<file path="src/hw/rtl/bsa_pkg.sv">
// bitmap slot allocator package: sizes, result and status types, bit helpers
// no dependencies
package bsa_pkg;

    localparam int SLOTS         = 1024;
    localparam int MAP_WORD_BITS = 64;
    localparam int MAP_WORDS     = (SLOTS + MAP_WORD_BITS - 1) / MAP_WORD_BITS;
    localparam int WORD_W        = (MAP_WORDS > 1) ? $clog2(MAP_WORDS) : 1;
    localparam int BIT_W         = (MAP_WORD_BITS > 1) ? $clog2(MAP_WORD_BITS) : 1;
    localparam int CNT_W         = $clog2(SLOTS + 1);
    localparam int IDX_W         = 10;
    localparam int OUT_CNT_W     = 11;
    localparam int OUT_CNT_MAX   = (1 << OUT_CNT_W) - 1;

    localparam logic FUNC_ALLOC = 1'b0;
    localparam logic FUNC_FREE  = 1'b1;

    typedef enum logic {
        ST_IDLE,
        ST_EXEC
    } state_t;

    typedef struct packed {
        logic                 valid;
        logic                 ok;
        logic [IDX_W-1:0]     granted_slot;
        logic                 all_used;
        logic                 none_used;
        logic [OUT_CNT_W-1:0] used_count;
    } res_t;

    typedef struct packed {
        logic             busy;
        logic             all_full;
        logic [CNT_W-1:0] total;
    } stat_t;

    // valid slot bits of map word w
    function automatic logic [MAP_WORD_BITS-1:0] word_mask(input logic [WORD_W-1:0] w);
        int                   first;
        int                   left;
        logic [MAP_WORD_BITS:0] one;
        logic [MAP_WORD_BITS:0] wide;
        first = int'(w) * MAP_WORD_BITS;
        left  = SLOTS - first;
        one   = (MAP_WORD_BITS + 1)'(1);
        if (left >= MAP_WORD_BITS)
        begin
            return '1;
        end
        wide = (one << left) - one;
        return wide[MAP_WORD_BITS-1:0];
    endfunction

    // index of the lowest set bit, zero when none set
    function automatic logic [BIT_W-1:0] lowest_set(input logic [MAP_WORD_BITS-1:0] x);
        logic [MAP_WORD_BITS-1:0] iso;
        logic [BIT_W-1:0]         pos;
        iso = x & (~x + MAP_WORD_BITS'(1));
        pos = '0;
        for (int i = 0; i < MAP_WORD_BITS; i++)
        begin
            if (iso[i])
            begin
                pos = pos | BIT_W'(i);
            end
        end
        return pos;
    endfunction

endpackage

</file>
<file path="src/hw/rtl/bitmap_slot_allocator.sv">
// bitmap slot allocator top level: stream ports, result register, checks
// depends on bsa_pkg and bsa_ctrl
//
// Keeps one used bit per slot in a 16 x 64 map memory, all free after reset.
// A transfer with s_tuser = 0 allocates the lowest free slot; s_tuser = 1 frees
// the slot in s_tdata. One request is in flight at a time: the accept cycle issues
// the read of the chosen map word (picked from a per-word full summary), the
// execute state then modifies it and writes it back, and the result is registered
// in the output register that drives m_tvalid. A finished result waits in that
// register while the next request is accepted, and the modify cycle holds while
// a previous result still waits there. No clearing pass is needed after reset.
module bitmap_slot_allocator (
    input  logic        clk,
    input  logic        rst_n,
    input  logic        s_tvalid,
    output logic        s_tready,
    input  logic [15:0] s_tdata,   // slot_index[9:0], zero pad
    input  logic        s_tuser,   // func
    output logic        m_tvalid,
    input  logic        m_tready,
    output logic [23:0] m_tdata    // ok, granted_slot[9:0], all_used, none_used,
                                   // used_count[10:0]
);

    bsa_pkg::res_t  res;
    bsa_pkg::stat_t stat;
    logic           out_free;
    logic           out_valid_reg, out_valid_next;
    logic [23:0]    out_data_reg, out_data_next;

    assign out_free = !out_valid_reg || m_tready;

    bsa_ctrl u_ctrl (
        .clk     (clk),
        .rst_n   (rst_n),
        .in_valid(s_tvalid),
        .in_ready(s_tready),
        .in_func (s_tuser),
        .in_idx  (s_tdata[bsa_pkg::IDX_W-1:0]),
        .out_free(out_free),
        .res     (res),
        .stat    (stat)
    );

    always_comb
    begin
        out_valid_next = out_valid_reg;
        out_data_next  = out_data_reg;
        if (m_tready)
        begin
            out_valid_next = 1'b0;
        end
        if (res.valid)
        begin
            out_valid_next = 1'b1;
            out_data_next  = {res.used_count, res.none_used, res.all_used,
                              res.granted_slot, res.ok};
        end
    end

    always_ff @(posedge clk or negedge rst_n)
    begin
        if (!rst_n)
        begin
            out_valid_reg <= 1'b0;
        end
        else
        begin
            out_valid_reg <= out_valid_next;
        end
    end

    always_ff @(posedge clk)
    begin
        out_data_reg <= out_data_next;
    end

    assign m_tvalid = out_valid_reg;
    assign m_tdata  = out_data_reg;

    // one request in flight at a time
    a_one_in_flight: assert property (@(posedge clk) disable iff (!rst_n)
        (s_tvalid && s_tready) |=> (stat.busy && !s_tready))
        else $error("request accepted while another is in flight");

    // a result never overwrites one still waiting
    a_no_overwrite: assert property (@(posedge clk) disable iff (!rst_n)
        !(res.valid && m_tvalid && !m_tready))
        else $error("pending result overwritten");

    // full summary agrees with the used count
    a_summary_count: assert property (@(posedge clk) disable iff (!rst_n)
        stat.all_full == (32'(stat.total) == 32'(bsa_pkg::SLOTS)))
        else $error("full summary and used count disagree");

    // count never exceeds the slot total
    a_count_range: assert property (@(posedge clk) disable iff (!rst_n)
        32'(stat.total) <= 32'(bsa_pkg::SLOTS))
        else $error("used count out of range");

endmodule

</file>
<file path="src/hw/rtl/bsa_map_ram.sv">
// generic single-port-write, single-port-read ram with registered read data
// no dependencies
module bsa_map_ram #(
    parameter int ADDR_W = 4,
    parameter int DATA_W = 64
) (
    input  logic              clk,
    input  logic              wr_en,
    input  logic [ADDR_W-1:0] wr_addr,
    input  logic [DATA_W-1:0] wr_data,
    input  logic              rd_en,
    input  logic [ADDR_W-1:0] rd_addr,
    output logic [DATA_W-1:0] rd_data
);

    logic [DATA_W-1:0] mem [(1 << ADDR_W)];

    always_ff @(posedge clk)
    begin
        if (wr_en)
        begin
            mem[wr_addr] <= wr_data;
        end
    end

    always_ff @(posedge clk)
    begin
        if (rd_en)
        begin
            rd_data <= mem[rd_addr];
        end
    end

endmodule

</file>
<file path="src/hw/rtl/bsa_ctrl.sv">
// allocator control: word selection from the full-word summary, read-modify-write
// of the map word, used count; depends on bsa_pkg and bsa_map_ram
module bsa_ctrl (
    input  logic                       clk,
    input  logic                       rst_n,
    input  logic                       in_valid,
    output logic                       in_ready,
    input  logic                       in_func,
    input  logic [bsa_pkg::IDX_W-1:0]  in_idx,
    input  logic                       out_free,
    output bsa_pkg::res_t              res,
    output bsa_pkg::stat_t             stat
);

    localparam int WW = bsa_pkg::WORD_W;
    localparam int BW = bsa_pkg::BIT_W;
    localparam int DW = bsa_pkg::MAP_WORD_BITS;
    localparam int CW = bsa_pkg::CNT_W;

    bsa_pkg::state_t state_reg, state_next;
    logic [bsa_pkg::MAP_WORDS-1:0] full_reg, full_next;
    logic [bsa_pkg::MAP_WORDS-1:0] vld_reg, vld_next;
    logic [CW-1:0] total_reg, total_next;
    logic          func_reg, func_next;
    logic          pre_ok_reg, pre_ok_next;
    logic [WW-1:0] word_reg, word_next;
    logic [BW-1:0] bit_reg, bit_next;

    logic          accept;
    logic [WW-1:0] alloc_word;
    logic          alloc_found;
    logic          in_range;
    logic          wr_en;
    logic [DW-1:0] wr_data;
    logic [DW-1:0] rd_data;
    logic [DW-1:0] cur;
    logic [DW-1:0] mask;
    logic [DW-1:0] free_bits;
    logic [BW-1:0] grant_bit;
    logic [DW-1:0] sel_bit;
    logic          ok;
    int            slot_num;
    int            cnt_sat;

    assign accept   = in_valid && in_ready;
    assign in_ready = (state_reg == bsa_pkg::ST_IDLE);

    // lowest word that still has a free slot
    always_comb
    begin
        alloc_word  = '0;
        alloc_found = 1'b0;
        for (int i = bsa_pkg::MAP_WORDS - 1; i >= 0; i--)
        begin
            if (!full_reg[i])
            begin
                alloc_word  = WW'(i);
                alloc_found = 1'b1;
            end
        end
    end

    assign in_range = (32'(in_idx) < 32'(bsa_pkg::SLOTS));

    bsa_map_ram #(
        .ADDR_W(WW),
        .DATA_W(DW)
    ) u_map_ram (
        .clk    (clk),
        .wr_en  (wr_en),
        .wr_addr(word_reg),
        .wr_data(wr_data),
        .rd_en  (accept),
        .rd_addr(word_next),
        .rd_data(rd_data)
    );

    always_ff @(posedge clk or negedge rst_n)
    begin
        if (!rst_n)
        begin
            state_reg <= bsa_pkg::ST_IDLE;
            full_reg  <= '0;
            vld_reg   <= '0;
            total_reg <= '0;
        end
        else
        begin
            state_reg <= state_next;
            full_reg  <= full_next;
            vld_reg   <= vld_next;
            total_reg <= total_next;
        end
    end

    always_ff @(posedge clk)
    begin
        func_reg   <= func_next;
        pre_ok_reg <= pre_ok_next;
        word_reg   <= word_next;
        bit_reg    <= bit_next;
    end

    always_comb
    begin
        state_next  = state_reg;
        full_next   = full_reg;
        vld_next    = vld_reg;
        total_next  = total_reg;
        func_next   = func_reg;
        pre_ok_next = pre_ok_reg;
        word_next   = word_reg;
        bit_next    = bit_reg;
        wr_en       = 1'b0;
        wr_data     = '0;
        ok          = 1'b0;
        res         = '0;

        // a word never written since reset reads as all free
        cur       = vld_reg[word_reg] ? rd_data : '0;
        mask      = bsa_pkg::word_mask(word_reg);
        free_bits = ~cur & mask;
        grant_bit = bsa_pkg::lowest_set(free_bits);
        sel_bit   = '0;
        slot_num  = 0;

        case (state_reg)
            bsa_pkg::ST_IDLE:
            begin
                if (accept)
                begin
                    func_next = in_func;
                    if (in_func == bsa_pkg::FUNC_ALLOC)
                    begin
                        word_next   = alloc_word;
                        bit_next    = '0;
                        pre_ok_next = alloc_found;
                    end
                    else
                    begin
                        word_next   = WW'(in_idx / bsa_pkg::MAP_WORD_BITS);
                        bit_next    = BW'(in_idx % bsa_pkg::MAP_WORD_BITS);
                        pre_ok_next = in_range;
                    end
                    state_next = bsa_pkg::ST_EXEC;
                end
            end
            bsa_pkg::ST_EXEC:
            begin
                if (out_free)
                begin
                    if (func_reg == bsa_pkg::FUNC_ALLOC)
                    begin
                        sel_bit  = DW'(1) << grant_bit;
                        ok       = pre_ok_reg && (free_bits != '0);
                        wr_data  = cur | sel_bit;
                        slot_num = int'(word_reg) * bsa_pkg::MAP_WORD_BITS + int'(grant_bit);
                    end
                    else
                    begin
                        sel_bit = DW'(1) << bit_reg;
                        ok      = pre_ok_reg && ((cur & sel_bit) != '0);
                        wr_data = cur & ~sel_bit;
                    end
                    if (ok)
                    begin
                        wr_en              = 1'b1;
                        vld_next[word_reg] = 1'b1;
                        full_next[word_reg] = ((wr_data | ~mask) == '1);
                        if (func_reg == bsa_pkg::FUNC_ALLOC)
                        begin
                            total_next = total_reg + CW'(1);
                        end
                        else
                        begin
                            total_next = total_reg - CW'(1);
                        end
                    end
                    res.valid        = 1'b1;
                    res.ok           = ok;
                    res.granted_slot = ok ? slot_num[bsa_pkg::IDX_W-1:0] : '0;
                    res.all_used     = (32'(total_next) == 32'(bsa_pkg::SLOTS));
                    res.none_used    = (total_next == '0);
                    state_next       = bsa_pkg::ST_IDLE;
                end
            end
            default:
            begin
                state_next = bsa_pkg::ST_IDLE;
            end
        endcase

        cnt_sat = (int'(total_next) > bsa_pkg::OUT_CNT_MAX) ? bsa_pkg::OUT_CNT_MAX
                                                              : int'(total_next);
        res.used_count = cnt_sat[bsa_pkg::OUT_CNT_W-1:0];
    end

    assign stat.busy     = (state_reg != bsa_pkg::ST_IDLE);
    assign stat.all_full = &full_reg;
    assign stat.total    = total_reg;

endmodule

</file>
<file path="config.mk">
export PLATFORM = sky130hd
export DESIGN_NAME = bitmap_slot_allocator
export DESIGN_NICKNAME = d
export VERILOG_FILES = /design/src/hw/rtl/bsa_pkg.sv /design/src/hw/rtl/bitmap_slot_allocator.sv /design/src/hw/rtl/bsa_map_ram.sv /design/src/hw/rtl/bsa_ctrl.sv
export SDC_FILE = /design/constraint.sdc
export NUM_CORES = 2
export LEC_CHECK = 0
export ABC_AREA = 1
export BUFFER_PORTS_ARGS = -buffer_cell sky130_fd_sc_hd__clkbuf_2
export CAP_MARGIN = 0
export CORE_MARGIN = 2
export CORE_UTILIZATION = 25
export CTS_CLUSTER_SIZE = 20
export DETAILED_ROUTE_END_ITERATION = 7
export PLACE_DENSITY = 0.39
export RECOVER_POWER = 100
export SKIP_LAST_GASP = 1
export SYNTH_ARGS = -nofsm -noshare
export SYNTH_HDL_FRONTEND = slang
export SYNTH_HIERARCHICAL = 1
export SYNTH_SLANG_ARGS = --single-unit
export TNS_END_PERCENT = 30
</file>
<file path="constraint.sdc">
create_clock -name clk -period 6.26 [get_ports clk]
set_input_delay 1.252 -clock clk [delete_from_list [all_inputs] [get_ports clk]]
set_output_delay 1.252 -clock clk [all_outputs]
set_load 0.005 [all_outputs]
</file>
Yosys cells after proc, flatten, opt, wreduce, memory -nomap -nowiden
Memories as Yosys holds them, arrays and structs flattened. A register that Yosys moved wholly into a read port is not among the register bits. Cells that the tools add are included.

Shifts and indexed selects: 3. Equal/unequal tests: 4. $lt $le $gt $ge: 3. Multiply operators: 0. Mux-type cells: 173. Reductions and logical operators: 13. Div/mod/pow operators: 0. Add/subtract/negate cells: 6. Bitwise gates (word level): 12.

Operators by type and width (number): two-way mux 64 bit (9); bitwise AND 64 bit (4); NOT 64 bit (4); two-way mux 6 bit (37); two-way mux 16 bit (10); bitwise OR 64 bit (2); nonzero test 64 bit (2); left shift 1 x 6 -> 64 bit (first input constant) (2); two-way mux 4 bit (30); two-way mux 11 bit (10); two-way mux 5 bit (16); adder 64 x 1 -> 64 bit (second input constant) (1); equality test 64 bit (second input constant) (1); left shift 1 x 32 -> 64 bit (first input constant) (1); subtractor 64 x 1 -> 64 bit (second input constant) (1); two-way mux 1 bit (44); two-way mux 14 bit (3); two-way mux 10 bit (4); greater-or-equal comparator 32 x 8 -> 1 bit (second input constant) (1); bitwise mux 16 bit (1); bitwise OR 16 bit (1); two-way mux 3 bit (4); subtractor 11 x 10 -> 12 bit (first input constant) (1); adder 11 x 1 -> 11 bit (second input constant) (1); 18 further kinds (24).

Output and inout bits: 26. Bits in registers: 81. Memories kept: 1. Logic and storage cells: 226. Bits in latches: 0. Bits in read-only memories: 0. Bits in writable memories: 1024. Input bits: 21.

Memories: u_ctrl.u_map_ram.mem (words 16, width 64, read ports 1, clocked after memory_dff 1, write ports 1, RTL line bsa_map_ram.sv:16) `logic [DATA_W-1:0] mem [(1 << ADDR_W)];`.

Logic depth before layout (Yosys ltp)
Depth in word-level cells: 84. Mapped depth: 33. Gate-level depth less buffers: 30.

By module
Netlist, hierarchy kept.

Modules (own cells, without submodules): bsa_map_ram (cells each 4210, seq. area each 32671.3 um^2, area an instance 45899.0 um^2, instances 1); bsa_ctrl (cells each 1657, seq. area each 1421.4 um^2, area an instance 8931.1 um^2, instances 1); bitmap_slot_allocator (cells each 29, seq. area each 745.7 um^2, area an instance 765.7 um^2, instances 1).

Least setup slack after synthesis
OpenSTA, ideal clock, no wires.

Path type: input to register. From: input s_tvalid. To: register u_ctrl.u_map_ram.rd_data[11] (read register of u_ctrl.u_map_ram.mem), data pin. Path buffers: 3. Path slack: -0.023 ns. Library setup time: 0.254 ns. Arrival time: 6.029 ns. Stages on the path: 12. Required time: 6.006 ns. Cells stage by stage: inv_1 nor2_1 a31oi_1 buf_6 inv_4 buf_6 buf_6 nand2_1 nand3_1 nand3_1 nand3_1 nand2_1.

Longest elaborated chain between the ends: 4.

RTL lines: start: declaration (RTL line bitmap_slot_allocator.sv:15) `input logic s_tvalid,`; logical AND 1 bit (RTL line bsa_ctrl.sv:45) `assign accept = in_valid && in_ready;`; via u_ctrl.accept (RTL line bsa_ctrl.sv:29) `logic accept;`; two-way mux 4 bit (RTL line bsa_ctrl.sv:130) `if (accept)`; two-way mux 4 bit (2 in a row) (RTL line bsa_ctrl.sv:127) `case (state_reg)`; via u_ctrl.word_next[0] (RTL line bsa_ctrl.sv:26) `logic [WW-1:0] word_reg, word_next;`; end: declaration (RTL line bsa_map_ram.sv:13) `output logic [DATA_W-1:0] rd_data`.

The timed path passes the listed nets, and every way through them passes these cells. The select of a mux whose other input is x is not followed. A chain may end at the register's enable or synchronous reset.

Worst setup path in the final report
From: input s_tvalid. To: register u_ctrl.u_map_ram.rd_data[28] (read register of u_ctrl.u_map_ram.mem), data pin.

The elaborated chain is that of the path after synthesis.

==> impl_results.md <==
- Status: complete, but fails checks
- Failing checks: capacitance limit, slew limit
- Drt initial violations: roughly 3,000
- Max clock buf depth: 3
- Total Power: 31.1 mW
- Placeable Area: roughly 220,000 sq um
- Setup TNS: 0 ns
- Die area: approximately 230,000 sq um
- Clock latency on the worst-skew pair: just over 0.8 ns
- Initial antenna violation count: 0
- Post-CTS Setup Bufs: 0
- Die Ht: roughly 480 um
- Synthesized instance count: 5,893
- DRT antenna net count: 0
- Largest register FFs: between 1,000 and 1,500
- Non-Filler Instances: 9,044
- Gpl congestion: slightly below 1
- Min-delay worst type: reg -> reg
- Via count: 39,637
- Worst setup EP type: flop
- Worst slew pin tran: roughly 3.3 ns
- Syn Nets: ~6,000
- RSZ-0062 raised after global routing: no
- Crit Path Class: in -> reg
- Total length of routed wires: approximately 190,000 um
- Fraction of layout cells with a size suffix above 1: 0.0659
- Yosys warns: 6
- Vias per std cell: 4.38
- Synthesized area: 55,600 sq um
- Largest net degree at the start of global routing: ~140
- CTS tree: yes
- Design area: roughly 64,000 sq um
- Num rows: about 170
- Setup WS pre-CTS: ~0.77 ns
- CTS Buf Count: about 140
- Drt wl/cell: approximately 20 um
- Final core utilization: 0.287
- Hold buffer count at CTS: 0
- Worst EP arrival: ~6.4 ns
- Footprint of the multi-input gates: roughly 15,000 sq um
- DR pass1 iterations: 5
- Clock root buffer: clkbuf_16
- # fillers: around 23,000
- Initial Utilization: 0.251
- Setup Skew: 0.0355 ns
- H-tree Lvls: 4
- Clock slew seen by the registers of the worst setup and hold paths: ~0.060 ns
- Sink Count: approximately 1,200
- Vias in the first global route: 37,848
- First-pass GRT wire length: between 200,000 and 300,000 um
- Synthesized area per cell: ~9.4 sq um
- Worst vdd ir: between 0.4 and 0.5 mV
- Number of gates resized after CTS: 0
- Final WS setup: about 0.36 ns
- Final Slew Violations: around 230
- Crit Path Max Fanout: 142
- Max cap viols: 5
- Post-DP Area: approximately 60,000 sq um
- Nets: 6,005
- Top reg by flops: u_ctrl/u_map_ram/mem
- WHS: 0.451 ns
- GR Overflow Total: 0
- Power per cell area: just under 500 nW/um^2
- Post-DP HPWL: 109,000 um
- Final hold violations: 0
- Inst Count DP: just under 9,000
- Register area: 34,800 sq um
- Die Wd: about 480 um
- Max frequency: approximately 170 MHz
- # setup viols final: 0
- Post-route DRC violation count: 0
- Pleak: about 27 nW
- WP data required: roughly 6.8 ns
- GRT Total Usage: 0.162
- Slew margin rel.: -1.18
- Layout area overhead: 14.3%
- Ports: 47
- IO Port Bufs: 40
- Tmin final: between 5 and 6 ns
- Period utilisation layout: 0.942
- Worst Setup Start Kind: input port
- Diodes inserted: 0
report_power, final:
part | switching (mW) | internal, mW | leakage, nW | total (mW)
Combinational | 9.51 | 3.06 | 13.6 | 12.6
Clock | 3.27 | 4.38 | 2.04 | 7.65
Sequential | 0.322 | 10.5 | 10.9 | 10.8
critical path, stage by stage:
cell,delay (ns)
clkbuf_2,0.07
inv_1,0.04
nor2_1,0.98
nor2_1,0.08
a31oi_1,1.65
inv_16,0.49
buf_4,0.70
nand2_1,0.18
nand2_1,0.06
nand2_1,0.05
nand3_1,0.11
nand3_1,0.11
nand2_1,0.13
routing by layer:
metal	track usage	part of all wire	vias up
met1	0.227	0.48	19217
met3	0.0215	0.041	244
met5	0	0	-
met2	0.264	0.46	917
met4	0.0403	0.021	0
li1	-	-	19259
path summary, 6_finish.rpt:
| check | depth (start not counted) | from | slack (ns) | endpoint |
|---|---|---|---|---|
| min reg2reg | 2 | u_ctrl/vld_reg[11] | 0.45 | u_ctrl/vld_reg[11] |
| min in group asynchronous | 2 | rst_n | 1.38 | u_ctrl/total_reg[1] |
| min | 2 | u_ctrl/vld_reg[11] | 0.45 | u_ctrl/vld_reg[11] |
| max reg2reg | 21 | u_ctrl/word_reg[2] | 0.41 | u_ctrl/u_map_ram/mem[0][52] |
| max | 13 | s_tvalid | 0.36 | u_ctrl/u_map_ram/rd_data[28] |
| max in group asynchronous | 2 | rst_n | 3.31 | u_ctrl/full_reg[15] |
cell type report:
type | count | area share
Multi-Input combinational cell | 3446 | 0.241
Clock inverter | 49 | 0.00795
Timing Repair Buffer | 212 | 0.0262
Clock buffer | 188 | 0.0584
Sequential cell | 1169 | 0.548
Tap cell | 2975 | 0.0586
Inverter | 1005 | 0.0599
placed cells by master, fill, tap and decap left out, types with 8 or more instances in the layout:
| cell type | n |
|---|---|
| nand3_1 | 893 |
| nor2_4 | 10 |
| nand2_2 | 34 |
| clkbuf_4 | 15 |
| inv_2 | 10 |
| clkbuf_2 | 25 |
| nand2_1 | 1814 |
| buf_4 | 48 |
| o22ai_1 | 29 |
| clkbuf_16 | 140 |
| o41ai_1 | 11 |
| clkinv_1 | 24 |
| ha_1 | 13 |
| inv_1 | 987 |
| a31oi_1 | 15 |
| nor4_1 | 8 |
| o21ai_0 | 47 |
| nor2_2 | 22 |
| nand4_1 | 48 |
| clkbuf_1 | 131 |
| dfrtp_1 | 45 |
| nand3b_1 | 13 |
| nor2_1 | 340 |
| nor3_1 | 35 |
| o211ai_1 | 13 |
| buf_12 | 37 |
| a21oi_1 | 42 |
| edfxtp_1 | 1120 |
(Power assumes the default switching activity.)
